$ cat src/rtsq_pkg.sv
`default_nettype none
package rtsq_pkg;

  // fixed field widths
  localparam int OP_W      = 2;
  localparam int FIELD_W   = 32;
  localparam int STATUS_W  = 2;
  localparam int STREAM_W  = 8;
  localparam int CFG_W     = 32;
  localparam int PADDR_W   = 3;

  localparam logic [STREAM_W-1:0] STREAM_SIZE_RESET = 8'd100;

  // register index, taken from paddr above the byte offset
  localparam logic [PADDR_W-3:0] REG_STREAM_SIZE = 1'b0;

  // operations
  localparam logic [OP_W-1:0] OP_INSERT = 2'd0;
  localparam logic [OP_W-1:0] OP_NEXT   = 2'd1;
  localparam logic [OP_W-1:0] OP_PEEK   = 2'd2;
  localparam logic [OP_W-1:0] OP_CANCEL = 2'd3;

  // result status
  localparam logic [STATUS_W-1:0] ST_OK       = 2'd0;
  localparam logic [STATUS_W-1:0] ST_FULL     = 2'd1;
  localparam logic [STATUS_W-1:0] ST_EMPTY    = 2'd2;
  localparam logic [STATUS_W-1:0] ST_NOTFOUND = 2'd3;

  // store read address select
  localparam logic [2:0] RD_NONE       = 3'd0;
  localparam logic [2:0] RD_FRONT      = 3'd1;
  localparam logic [2:0] RD_SWAP       = 3'd2;
  localparam logic [2:0] RD_SCAN_FIRST = 3'd3;
  localparam logic [2:0] RD_SCAN_NEXT  = 3'd4;

  // store write select
  localparam logic [2:0] WR_NONE   = 3'd0;
  localparam logic [2:0] WR_NEW_P  = 3'd1;
  localparam logic [2:0] WR_MOVE_P = 3'd2;
  localparam logic [2:0] WR_NEW_Q  = 3'd3;
  localparam logic [2:0] WR_CANCEL = 3'd4;

  typedef struct packed {
    logic                latch;
    logic                div_start;
    logic [2:0]          rd_sel;
    logic [2:0]          wr_sel;
    logic                push;
    logic                pop;
    logic                set_status;
    logic [STATUS_W-1:0] status;
    logic                show_data;
    logic                out_load;
  } rtsq_cmd_t;

  typedef struct packed {
    logic [OP_W-1:0] op;
    logic            is_full;
    logic            is_empty;
    logic            div_done;
    logic            j_eq_n;
    logic            key_match;
    logic            scan_last;
    logic            out_free;
  } rtsq_stat_t;

endpackage
`default_nettype wire

$ cat src/rtsq_ctrl.sv
`default_nettype none
module rtsq_ctrl (
  input  logic                 clk,
  input  logic                 rst,
  input  logic                 in_valid,
  output logic                 in_ready,
  input  rtsq_pkg::rtsq_stat_t stat,
  output rtsq_pkg::rtsq_cmd_t  cmd
);
  import rtsq_pkg::*;

  localparam logic [3:0] S_IDLE     = 4'd0;
  localparam logic [3:0] S_DISPATCH = 4'd1;
  localparam logic [3:0] S_DIV      = 4'd2;
  localparam logic [3:0] S_INS_MOVE = 4'd3;
  localparam logic [3:0] S_INS_NEW  = 4'd4;
  localparam logic [3:0] S_FRONT    = 4'd5;
  localparam logic [3:0] S_SCAN     = 4'd6;
  localparam logic [3:0] S_FINISH   = 4'd7;

  logic [3:0] state;
  logic [3:0] state_next;

  always_comb begin
    cmd        = '0;
    in_ready   = 1'b0;
    state_next = state;
    case (state)
      S_IDLE: begin
        in_ready = 1'b1;
        if (in_valid) begin
          cmd.latch  = 1'b1;
          state_next = S_DISPATCH;
        end
      end
      S_DISPATCH: begin
        case (stat.op)
          OP_INSERT: begin
            if (stat.is_full) begin
              cmd.set_status = 1'b1;
              cmd.status     = ST_FULL;
              state_next     = S_FINISH;
            end else begin
              cmd.div_start = 1'b1;
              state_next    = S_DIV;
            end
          end
          OP_NEXT, OP_PEEK: begin
            if (stat.is_empty) begin
              cmd.set_status = 1'b1;
              cmd.status     = ST_EMPTY;
              state_next     = S_FINISH;
            end else begin
              cmd.rd_sel = RD_FRONT;
              state_next = S_FRONT;
            end
          end
          OP_CANCEL: begin
            if (stat.is_empty) begin
              cmd.set_status = 1'b1;
              cmd.status     = ST_NOTFOUND;
              state_next     = S_FINISH;
            end else begin
              cmd.rd_sel = RD_SCAN_FIRST;
              state_next = S_SCAN;
            end
          end
          default: begin
            state_next = S_IDLE;
          end
        endcase
      end
      S_DIV: begin
        if (stat.div_done) begin
          if (stat.j_eq_n) begin
            cmd.wr_sel     = WR_NEW_P;
            cmd.push       = 1'b1;
            cmd.set_status = 1'b1;
            cmd.status     = ST_OK;
            state_next     = S_FINISH;
          end else begin
            cmd.rd_sel = RD_SWAP;
            state_next = S_INS_MOVE;
          end
        end
      end
      S_INS_MOVE: begin
        // old entry at the swap slot moves to the tail slot
        cmd.wr_sel = WR_MOVE_P;
        state_next = S_INS_NEW;
      end
      S_INS_NEW: begin
        cmd.wr_sel     = WR_NEW_Q;
        cmd.push       = 1'b1;
        cmd.set_status = 1'b1;
        cmd.status     = ST_OK;
        state_next     = S_FINISH;
      end
      S_FRONT: begin
        cmd.set_status = 1'b1;
        cmd.status     = ST_OK;
        cmd.show_data  = 1'b1;
        cmd.pop        = stat.op == OP_NEXT;
        state_next     = S_FINISH;
      end
      S_SCAN: begin
        if (stat.key_match) begin
          cmd.wr_sel     = WR_CANCEL;
          cmd.set_status = 1'b1;
          cmd.status     = ST_OK;
          state_next     = S_FINISH;
        end else if (stat.scan_last) begin
          cmd.set_status = 1'b1;
          cmd.status     = ST_NOTFOUND;
          state_next     = S_FINISH;
        end else begin
          cmd.rd_sel = RD_SCAN_NEXT;
        end
      end
      S_FINISH: begin
        // hold until the output register is free
        if (stat.out_free) begin
          cmd.out_load = 1'b1;
          state_next   = S_IDLE;
        end
      end
      default: begin
        state_next = S_IDLE;
      end
    endcase
  end

  always_ff @(posedge clk) begin
    if (rst) begin
      state <= S_IDLE;
    end else begin
      state <= state_next;
    end
  end

endmodule
`default_nettype wire

$ cat config.mk
export PLATFORM = sky130hd
export DESIGN_NAME = rtsq_ctrl
export DESIGN_NICKNAME = d
export VERILOG_FILES = /design/src/rtsq_pkg.sv /design/src/rtsq_ctrl.sv
export SDC_FILE = /design/constraint.sdc
export NUM_CORES = 1
export LEC_CHECK = 0
export ABC_AREA = 0
export BUFFER_PORTS_ARGS = -buffer_cell sky130_fd_sc_hd__buf_2
export CORE_AREA = 4 4 41 43
export CTS_BUF_LIST = sky130_fd_sc_hd__clkbuf_4 sky130_fd_sc_hd__clkbuf_8 sky130_fd_sc_hd__clkbuf_16
export DETAILED_ROUTE_END_ITERATION = 6
export DIE_AREA = 0 0 45 47
export MAX_ROUTING_LAYER = met4
export PLACE_DENSITY = 0.81
export SLEW_MARGIN = 20
export SYNTH_ARGS = -nofsm -noshare
export SYNTH_HDL_FRONTEND = slang
export SYNTH_SLANG_ARGS = --single-unit
$ cat constraint.sdc
create_clock -name clk -period 2.05 [get_ports clk]
set_input_delay 0.41 -clock clk [delete_from_list [all_inputs] [get_ports clk]]
set_output_delay 0.41 -clock clk [all_outputs]
set_load 0.05 [all_outputs]
Yosys cells after proc, flatten, opt, wreduce, memory -nomap -nowiden
Cells that the tools add are included.
Widths: inputs -> output; s select.
{ "totals": {"regBits": 4, "in_bits": 12, "output_inout_bits": 16} }
{ "classes": {"eq_ne": 14, "mux": 42, "reduce_logical": 5} }
{ "op_table": {"columns": ["op", "n"], "rows": [
  ["$mux 3", 12],
  ["$pmux 4 s7", 1],
  ["$pmux 3 s4", 2],
  ["$mux 4", 5],
  ["$pmux 3 s3", 2],
  ["$eq 4x3->1 const B", 4],
  ["$mux 1", 12],
  ["$pmux 4 s3", 1],
  ["$eq 4x2->1 const B", 2],
  ["$mux 2", 4],
  ["$mux 6", 1],
  ["$ne 2x2->1 const B", 3],
  ["$eq 2x2->1 const B", 2],
  ["$eq 4x1->1 const B", 1],
  ["$logic_not 4->1", 1],
  ["$pmux 2 s2", 1],
  ["$reduce_and 4->1", 1],
  ["$reduce_or 2->1", 2],
  ["$ne 3x3->1 const B", 1],
  ["$eq 2x1->1 const B", 1],
  ["$logic_not 2->1", 1],
  ["$pmux 1 s2", 1]
]} }

Logic depth before layout (Yosys ltp)
{ "depth": {"word_depth": 4, "ltp_mapped": 5} }

Worst setup path after synthesis
No wires, ideal clock.
{ "synth_timing": {"path_kind": "input to output", "startpoint": "input stat[7] (netlist name)", "endpoint": "output cmd[4] (netlist name)", "t_arrival_ns": 2.823, "required_time_ns": 1.640, "slack_ns": -1.183, "path_stages": 5, "path_buffers": 0, "cell_sequence": "inv_1 -> ha_1 -> and2b_1 -> a22oi_1 -> o311ai_0"} }
{ "synth_lines": {"columns": ["item", "line", "text"], "rows": [
  ["from (decl)", "rtsq_ctrl.sv:7", "input rtsq_pkg::rtsq_stat_t stat,"],
  ["to (decl)", "rtsq_ctrl.sv:8", "output rtsq_pkg::rtsq_cmd_t cmd"]
]} }

==> summary.md <==
| Metric | Value |
|---|---|
| Fin crit period | `1.95 ns` |
| Total negative slack | `0 ns` |
| Max-slew headroom | `0.813` |
| Req. time, crit path | `1.64 ns` |
| Die W | `45 um` |
| Hold Buf Count CTS | `0` |
| Placement Rows | `13` |
| Crit Path Category | `in2out` |
| CTS tree | `done` |
| H-tree depth | `1` |
| Routed length per placed instance | `12.4 um` |
| EDFF count, synth | `0` |
| Final Core Density | `0.619` |
| Switching share of power | `0.547` |
| CP startpoint | `stat[8]` |
| Worst slew pin tran | `0.279 ns` |
| R2R Path End | `state[0]` |
| RSZ-0062 raised after global routing | `false` |
| Via density | `5.23` |
| Fillers | `125` |
| CTS sink cnt | `3` |
| Ports | `28` |
| Synthesized net count | `86` |
| Clock power frac | `0.143` |
| Initial antenna violation count | `0` |
| First-pass GRT wire length | `2470 um` |
| Mapped Avg Cell Area | `7.06 sq um` |
| Ranking of synthesized cells by area | `dfxtp_1 12%, ha_1 10%, a211oi_1 4.6%, nand2_1 4.6%, nor2_1 4.6%` |
| Vert. Die Dim | `47 um` |
| Post-synth top area share | `0.122` |
| Maximum buffer depth of the clock tree | `2` |
| Register area share after synthesis | `0.122` |
| Leading area contributor after synthesis | `dfxtp_1` |
| Total track usage | `0.165` |
| First-pass DRT Iterations | `4` |
| Final HPWL DP | `1210 um` |
| Pre-CTS setup slack | `-0.0644 ns` |
| Sequential share of power | `0.163` |
| Cell count after placement | `118` |
| Worst reg2reg setup slack | `0.74 ns` |
| Setup ws final | `0.104 ns` |
| Crit path DAT | `1.54 ns` |
| Final Net Count | `124` |
| Total gr overflow | `0` |
| Port buffer count | `27` |
| CP startpoint kind | `primary input` |
| Initial cell density of the core | `0.380` |
| Worst Skew | `0.00169 ns` |
| Biggest register | `state` |
| Fmax | `514 MHz` |
| Largest net degree at the start of global routing | `17` |
| Synth Instances | `70` |
| Final hold vios | `0` |
| Via count | `638` |
| Hold Path Class | `in2reg` |
| DR iter-0 viols | `11` |
| Clock Pin Slew Worst Setup and Hold Paths | `0.04 ns` |
| Top Registers | `state (3)` |
| Antenna diodes | `0` |
| Synth Register Bits | `3` |
| Placer congestion estimate | `0.830` |
| Sw power | `438 uW` |
| Routed Wire Length | `1510 um` |
| Die area | `2120 sq um` |
| Core area | `1300 sq um` |
| Max FFs per register | `3` |
| Post-Syn Area | `494 sq um` |
| Lkg Pwr | `0.390 nW` |
| Fin cells | `122` |
| Final Cell Area | `806 sq um` |
| CTS root buffer | `clkbuf_4` |
| Status | `complete, no violations` |
| Tcrit/Tclk final | `0.949` |
| Yosys warning count | `0` |
| Clock buffer count from CTS | `3` |
| Maximum vdd drop | `0.762 mV` |
| Antenna viol nets, final | `0` |
| Share of cells above drive strength 1 | `0.579` |
| CP Max Fanout | `3` |
| Worst skew pair latency | `0.23 ns` |
| Gate power share | `0.694` |
| Vias in the first global route | `597` |
| Post-synth top flop | `dfxtp_1` |
| Cell variety after synth | `34` |
| Maxcap violations | `0` |
| Reg2Reg Depth | `4` |
| Pwr/cell area | `994 nW/um^2` |
| Most common library cells after synthesis | `6 x nand2_1, 6 x nor2_1, 4 x ha_1, 4 x o21ai_0` |
| Ys async rst share | `0` |
| Max-slew violations | `0` |
| R2R Path Start | `state[2]` |
| Int Power | `363 uW` |
| Critical Path Sink Type | `primary output` |
| Destination of the critical timing path | `cmd[4]` |
| # setup viols final | `0` |
| # DRC | `0` |
| Setup Buffers After CTS | `0` |
| Placed Area | `728 sq um` |
| Area growth from synthesis to layout | `63.0%` |
[layout by cell type, fill, tap and decap left out, types with 2 or more instances in the layout]
master,synthesis,final
a211oi_1,3,3
a21o_1,2,2
a21oi_1,3,3
a22oi_2,0,2
a31oi_1,2,2
and3_1,2,2
buf_2,2,24
buf_4,2,12
clkbuf_4,0,4
dfxtp_2,0,3
ha_1,4,2
inv_2,1,3
nand2_1,6,6
nand2b_1,2,2
nand4b_1,2,2
nor2_1,6,5
nor2b_1,2,2
nor3_2,0,3
nor3b_2,1,2
o21ai_0,4,4
[metal layers]
metal | up-vias | share of wire | GRT usage
met1 | 293 | 0.44 | 0.207
li1 | 331 | - | -
met5 | - | 0 | -
met4 | 0 | 0 | 0.0877
met3 | 0 | 0.038 | 0.0230
met2 | 14 | 0.52 | 0.254
[worst min path at each step]
stage	endpoint	cells past startpoint	from
floorplan	state[2]	1	rst
global placement	state[2]	2	rst
detailed placement	state[2]	2	rst
CTS	state[2]	2	rst
global route	state[2]	2	rst
finish	state[2]	2	rst
[power by group through the flow]
| stage | sequential (mW) | combinational (mW) | clock (mW) |
|---|---|---|---|
| 2_1_floorplan | 0.0924 | 0.433 | 0 |
| 3_3_place_gp | 0.122 | 0.522 | 0 |
| 3_5_place_dp | 0.124 | 0.529 | 0 |
| 4_1_cts | 0.123 | 0.549 | 0.121 |
| 5_1_grt | 0.136 | 0.592 | 0.127 |
| 6_report | 0.131 | 0.556 | 0.115 |
[layout make-up]
cell class	instances	area, sq um	area share
well taps	15	18.8	0.0233
inverters	3	11.3	0.0140
clock buffers	4	30.0	0.0373
multi-input cells	60	460	0.571
flip-flops and latches	3	63.8	0.0792
repair buffers	37	221	0.275
[cell families after synthesis]
family / Yosys count / share of synthesized area
fa+ha+maj: 4 / 0.101
flops: 3 / 0.122
simple gates: 35 / 0.425
buf+inv: 7 / 0.0734
compound gates: 21 / 0.278
[per-stage QoR]
stage               hold WS (ns)  power (mW)
global route               0.363       0.855
detailed placement         0.600       0.653
finish                     0.365       0.801
global placement           0.595       0.644
CTS                        0.353       0.792
floorplan                  0.483       0.526
[critical path: stages]
cell and delay [ns]:
buf_2 0.11, inv_2 0.09, ha_4 0.21, or2_4 0.25, a22oi_2 0.16, o311ai_2 0.13
buf_6 0.17
[repair_timing]
| item | CTS | global route |
|---|---|---|
| resized for setup | 4 | 12 |
| setup endpoints to repair | 2 | 7 |
| pin swaps | 0 | 3 |
| gates cloned | 0 | 0 |
(Power assumes the default switching activity.)
